[config.mk]
export PLATFORM = sky130hd
export DESIGN_NAME = bsu_match
export DESIGN_NICKNAME = d
export VERILOG_FILES = /design/src/design/bsu_pkg.sv /design/src/design/bsu_match.sv
export SDC_FILE = /design/constraint.sdc
export NUM_CORES = 1
export LEC_CHECK = 0
export ABC_AREA = 0
export BUFFER_PORTS_ARGS = -buffer_cell sky130_fd_sc_hd__buf_4
export CAP_MARGIN = 30
export CORE_AREA = 2 2 311 313
export CTS_CLUSTER_SIZE = 30
export DETAILED_ROUTE_END_ITERATION = 12
export DIE_AREA = 0 0 313 315
export PLACE_DENSITY = 0.43
export SYNTH_ARGS = -nofsm -noshare
export SYNTH_HDL_FRONTEND = slang
export SYNTH_SLANG_ARGS = --single-unit
[constraint.sdc]
create_clock -name clk -period 9.35 [get_ports clk]
set_input_delay 0.935 -clock clk [delete_from_list [all_inputs] [get_ports clk]]
set_output_delay 0.935 -clock clk [all_outputs]
set_load 0.01 [all_outputs]
[src/design/bsu_pkg.sv]
`timescale 1ns / 1ps
`default_nettype none
// ----------------------------------------------------------------------------
// bsu_pkg
// Shared types and constants of the bucketed space-saving update block.
// ----------------------------------------------------------------------------
package bsu_pkg;

	localparam int CFG_WIDTH = 4;
	localparam logic [CFG_WIDTH-1:0] SLOTS_IN_USE_RESET = 4'd8;

	typedef enum logic [1:0] {
		ST_CLEAR,
		ST_IDLE,
		ST_READ,
		ST_UPDATE
	} state_t;

	typedef enum logic [1:0] {
		ACT_HIT     = 2'd0,
		ACT_FILL    = 2'd1,
		ACT_REPLACE = 2'd2
	} action_t;

	typedef struct packed {
		logic [31:0]        flow_id;
		logic [7:0]         bucket_index;
		logic signed [31:0] light_unbiased_est;
		logic [31:0]        light_over_est;
	} in_word_t;

	typedef struct packed {
		logic [1:0]  action;
		logic [2:0]  slot_index;
		logic [31:0] slot_count;
		logic        evicted_valid;
		logic [31:0] evicted_id;
		logic [31:0] evicted_weight;
	} out_word_t;

endpackage
`default_nettype wire

[src/design/bsu_match.sv]
`timescale 1ns / 1ps
`default_nettype none
// ----------------------------------------------------------------------------
// bsu_match
// Slot selection for one bucket row: first live id match, else first empty
// slot, else the first slot holding the smallest count.
// ----------------------------------------------------------------------------
module bsu_match #(
	parameter int SLOTS       = 8,
	parameter int COUNT_WIDTH = 32,
	parameter int NW          = 4,
	parameter int SELW        = 3
) (
	input  wire logic                               clk,
	input  wire logic                               load,
	input  wire logic [31:0]                        flow_id,
	input  wire logic [NW-1:0]                      n_eff,
	input  wire logic [SLOTS-1:0][31:0]             row_id,
	input  wire logic [SLOTS-1:0][COUNT_WIDTH-1:0]  row_cnt,
	input  wire logic [SLOTS-1:0][COUNT_WIDTH-1:0]  row_und,
	output bsu_pkg::action_t                        action,
	output logic [SELW-1:0]                         sel
);

	localparam int GROUPS = (SLOTS + 3) / 4;

	logic                                hit_c, empty_c;
	logic [SELW-1:0]                     hit_sel_c, empty_sel_c;
	logic [GROUPS-1:0]                   gok_c;
	logic [GROUPS-1:0][COUNT_WIDTH-1:0]  gmin_c;
	logic [GROUPS-1:0][SELW-1:0]         gsel_c;

	logic                                hit_s1, empty_s1;
	logic [SELW-1:0]                     hit_sel_s1, empty_sel_s1;
	logic [GROUPS-1:0]                   gok_s1;
	logic [GROUPS-1:0][COUNT_WIDTH-1:0]  gmin_s1;
	logic [GROUPS-1:0][SELW-1:0]         gsel_s1;

	logic                                found;
	logic [COUNT_WIDTH-1:0]              best;
	logic [SELW-1:0]                     best_sel;

	// Priority searches run high to low so the lowest slot wins.
	always_comb begin
		hit_c       = 1'b0;
		hit_sel_c   = '0;
		empty_c     = 1'b0;
		empty_sel_c = '0;
		for (int i = SLOTS - 1; i >= 0; i--) begin
			if (NW'(i) < n_eff) begin
				if (row_id[i] == flow_id && row_und[i] != '0) begin
					hit_c     = 1'b1;
					hit_sel_c = SELW'(i);
				end
				if (row_cnt[i] == '0) begin
					empty_c     = 1'b1;
					empty_sel_c = SELW'(i);
				end
			end
		end
	end

	// First half of the minimum tree: a running minimum within each group of four.
	always_comb begin
		gok_c  = '0;
		gmin_c = '0;
		gsel_c = '0;
		for (int i = 0; i < SLOTS; i++) begin
			if (NW'(i) < n_eff) begin
				if (!gok_c[i/4] || row_cnt[i] < gmin_c[i/4]) begin
					gok_c[i/4]  = 1'b1;
					gmin_c[i/4] = row_cnt[i];
					gsel_c[i/4] = SELW'(i);
				end
			end
		end
	end

	always_ff @(posedge clk) begin
		if (load) begin
			hit_s1       <= hit_c;
			hit_sel_s1   <= hit_sel_c;
			empty_s1     <= empty_c;
			empty_sel_s1 <= empty_sel_c;
			gok_s1       <= gok_c;
			gmin_s1      <= gmin_c;
			gsel_s1      <= gsel_c;
		end
	end

	always_comb begin
		found    = 1'b0;
		best     = '0;
		best_sel = '0;
		for (int g = 0; g < GROUPS; g++) begin
			if (gok_s1[g] && (!found || gmin_s1[g] < best)) begin
				found    = 1'b1;
				best     = gmin_s1[g];
				best_sel = gsel_s1[g];
			end
		end
	end

	always_comb begin
		if (hit_s1) begin
			action = bsu_pkg::ACT_HIT;
			sel    = hit_sel_s1;
		end else if (empty_s1) begin
			action = bsu_pkg::ACT_FILL;
			sel    = empty_sel_s1;
		end else begin
			action = bsu_pkg::ACT_REPLACE;
			sel    = best_sel;
		end
	end

endmodule
`default_nettype wire

## Yosys cells after proc, flatten, opt, wreduce, memory -nomap -nowiden

Cells that the tools add are included.
W data, S select, Z words.

- Bits in registers: 80
- Bits of input ports: 806
- Output and inout bits: 5
- Logic and storage cells: 184

- $lt $le $gt $ge: 15
- Equal/unequal tests: 8
- Multiplexer cells: 113
- Reductions and logical operators: 39

Operator list:

| cell | count |
|---|---|
| $mux W32 | 15 |
| $eq A32 B32 Y1 | 8 |
| $logic_not A32 Y1 | 8 |
| $reduce_bool A32 Y1 | 8 |
| $lt A32 B32 Y1 | 7 |
| $mux W3 | 47 |
| $mux W1 | 49 |
| $lt A3 B4 Y1 const A | 4 |
| $logic_and A1 B1 Y1 | 9 |
| $lt A1 B4 Y1 const A | 2 |
| $lt A2 B4 Y1 const A | 2 |
| $logic_not A1 Y1 | 7 |
| $logic_or A1 B1 Y1 | 7 |
| $mux W2 | 2 |

## Longest topological paths before layout

- Depth in word-level cells: 18
- Mapped depth: 37
- Depth with buffers taken out: 31

## Worst setup path before layout

Ideal clock, no wire load.

- Path kind: input to register
- Start: input n_eff[1]
- End: register gmin_s1[34] (netlist bit) (data pin)
- Setup time: 0.265 ns
- Data arrival time: 7.950 ns
- Required time: 9.085 ns
- Setup slack: 1.135 ns
- Stages: 37
- Buffers on the path: 6
- Cells stage by stage: clkbuf_1 -> o21a_1 -> or2_2 -> clkbuf_1 -> clkbuf_1 -> nand2_1 -> ha_1 -> a221oi_1 -> o21ai_1 -> a221o_1 -> o2bb2ai_1 -> nor3_2 -> clkbuf_1 -> nand2_1 -> o21ai_0 -> inv_1 -> ha_1 -> a211oi_1 -> o21ai_0 -> a21oi_1 -> nor4_1 -> o21a_1 -> o311a_1 -> a211oi_2 -> buf_4 -> mux2i_1 -> ha_1 -> a21o_1 -> a21o_1 -> a21oi_1 -> nor2_1 -> a2111oi_0 -> nand3_1 -> nor4_1 -> a21oi_2 -> buf_2 -> mux2i_1

RTL lines:

| item | line | source |
|---|---|---|
| start, declared | bsu_match.sv:17 | `input wire logic [NW-1:0] n_eff,` |
| end signal, assigned | bsu_match.sv:86 | `gmin_s1 <= gmin_c;` |
| end, declared | bsu_match.sv:36 | `logic [GROUPS-1:0][COUNT_WIDTH-1:0] gmin_s1;` |

==> reports/qor.txt <==
Synth cell types = 65
Clock transition at path regs = 80 ps
Post-Syn Area = 14500 um2
syn_nets = 2815
Worst Path Class, Setup = input pin to register
first-pass GRT wire length = 121000 um
worst rel slew slack = 34.3%
DIE HEIGHT = 315 um
vias in the first global route = 17600
RSZ-0062 raised after global routing = no
CTS Sinks = 79
met3 WL = 3400 um
min cycle time layout = 8700 ps
DP Area = 22900 um2
fin. max-slew vios = 0
setup TNS = 0 ps
Boundary Pins = 811
Port Buffers = 810
fmax = 0.115 GHz
crit-path max cell delay = 580 ps
Post-synth ARST share = 0%
EDFF count, synth = 79
status = finished, final reports clean
wire per inst = 22.2 um
CTS H-Tree Depth = 3
Starting Density = 15.1%
Hold Path Class = input pin to register
Post-Syn Instances = 1792
Post-Synth Simple-Gate Area = 21.9%
hold_sp = row_cnt[253]
Hold Path Sink = gmin_s1[61]
pre-CTS setup slack = 261 ps
final hold violations = 0
Critical Path RT = 9570 ps
routability congestion estimate = 0.919
crit-path max FO = 36
Crit. End Element = register
main combinational cell family by area after synthesis = simple AND/OR/NAND/NOR gates
crit start category = input pin
Max-Cap Viols = 0
Final Power = 2.39 mW
Detail Route Antenna Nets = 0
die area = 98600 um2
antenna violations before repair = 12
largest net degree at the start of global routing = 44
hpwl dp = 80600 um
design area = 23200 um2
Bufs on Longest Clock Path = 2
Total Routing Usage GR = 16.9%
Core Rows = 114
met1 wire length = 34200 um
grt ovf = 0
Via density = 4.28
drt initial violations = 763
DRC viols = 0
mux contribution to synthesized area = 9.18%
share of layout cells above drive strength 1 = 36.2%
post-CTS setup repair buffer count = 0
die width = 313 um
Synth Area in Compound Gates = 12.8%
Worst-Margin Slew = 978 ps
Final Cycle Share = 93.1%
Seq/Total Area, Yosys = 16.4%
#FFs+latches synth = 79
Final Non-Filler Cells = 3949
Arr. time, crit path = 8920 ps
yosys warns = 0
final setup violating endpoints = 0
final WL = 87600 um
crit path max-delay cell type = or4_1
CTS tree = done
Final nets = 3685
main flop type after synthesis = edfxtp_1
via count = 16900
fin util = 24.2%
met2 WL = 47800 um
Root Buffer = clkbuf_16
WHS = 944 ps
CTS Buf Count = 9
Worst VDD drop = 0.0748 mV
xor-xnor portion of the synthesized cell area = 15.5%
core outline area = 95700 um2
Synth Area per Inst = 8.08 um2
critical path's most frequent cell = buf_4
Top Layer Used = met5
adder-cell area share of the yosys netlist = 18.8%
static leakage = 11.0 nW
placed cell count = 3925
Worst Hold Depth = 3
P per Cell Area = 103 nW/um2
TritonRoute pass-1 iters = 5
area grow syn2layout = 60.2%
PnR worst setup slack = 649 ps
## where the power goes
group          internal, mW  switching [mW]  total (mW)
registers             0.487          0.0354       0.522
logic                 0.751           0.754        1.50
clock network         0.190           0.174       0.364
total                  1.43           0.963        2.39
## synth_stat cells (3+ instances only)
master,instances,area [um2]
a2111oi_0,6,52.6
a211o_1,3,26.3
a211oi_1,13,97.6
a21boi_0,3,22.5
a21o_1,36,270
a21oi_1,65,325
a31oi_1,8,50.1
and2_1,4,25.0
buf_1,4,15.0
buf_2,6,30.0
buf_4,5,37.5
buf_6,3,33.8
clkbuf_1,53,199
edfxtp_1,79,2370
ha_1,217,2720
inv_1,130,488
mux2i_1,129,1290
nand2_1,197,739
nand2b_1,5,31.3
nand3_1,27,135
nand4_1,77,482
nor2_1,50,188
nor2b_1,12,75.1
nor3_1,30,150
nor3b_1,5,37.5
nor4_1,186,1160
o2111ai_1,6,52.6
o211ai_1,9,67.6
o21a_1,8,60.1
o21ai_0,102,510
o21ai_1,3,15.0
o21bai_1,3,22.5
o22ai_1,4,25.0
or2_2,6,37.5
xnor2_1,26,228
xor2_1,230,2010
## registers in the layout (all words and copies together), names as in the netlist
name          cells
hit_sel_s1        3
gok_s1            2
gsel_s1           5
empty_s1          1
gmin_s1          64
hit_s1            1
empty_sel_s1      3
## cell type report
type	count	area (um2)
clock buffer	9	225
clock inverter	7	70.1
fill	10600	72500
sequential	79	2370
tap	1276	1600
timing repair buffer	929	7080
inverter	130	488
antenna	6	15.0
multi-input combinational	1513	11300
## critical path, delay by kind of cell
kind	cells	cell delay, ps
AO/OA/AOI/OAI	15	3210
adder cells (fa/ha/maj)	3	790
buffers and inverters	8	1540
multiplexers	2	700
AND/OR/NAND/NOR	8	1660
## placed cells by master (no fill, tap or decap), drive strengths merged, types with 36 or more instances in the layout
| cell type | count |
|---|---|
| ha | 217 |
| a21oi | 69 |
| xor2 | 230 |
| a21o | 36 |
| mux2i | 129 |
| nor2 | 52 |
| nand2 | 197 |
| o21ai | 105 |
| nand4 | 77 |
| nor4 | 186 |
| buf | 929 |
| edfxtp | 79 |
| inv | 136 |
## kinds of logic (layout without fill, tap and decap cells)
family,count (synthesis),after routing
DFF,79,79
buffers and inverters,201,1075
other,0,6
and+or+nand+nor,612,613
adders and majority gates,217,217
AOI/OAI and AO/OA,295,295
muxes,132,132
xor gates and xnor gates,256,256
## per-layer routing
metal | GRT usage [%] | up-vias
met5 | 0 | -
met4 | 4.83 | 4
met2 | 32.7 | 532
li1 | - | 8413
met1 | 19.2 | 7847
met3 | 1.89 | 87
## worst max path at each step
stage,startpoint,endpoint,slack [ps]
2_1_floorplan,n_eff[1],gmin_s1[34],1140
3_3_place_gp,n_eff[3],gmin_s1[16],350
3_5_place_dp,n_eff[1],gmin_s1[39],260
4_1_cts,n_eff[1],gmin_s1[46],570
5_1_grt,n_eff[2],gmin_s1[41],0.1
6_report,n_eff[3],gmin_s1[16],650
## timing repair
action,CTS,global route
hold buffers,0,0
gates resized for setup,0,1
endpoints found under the setup margin,0,32
Note: power is estimated with default switching activity, not from simulation.
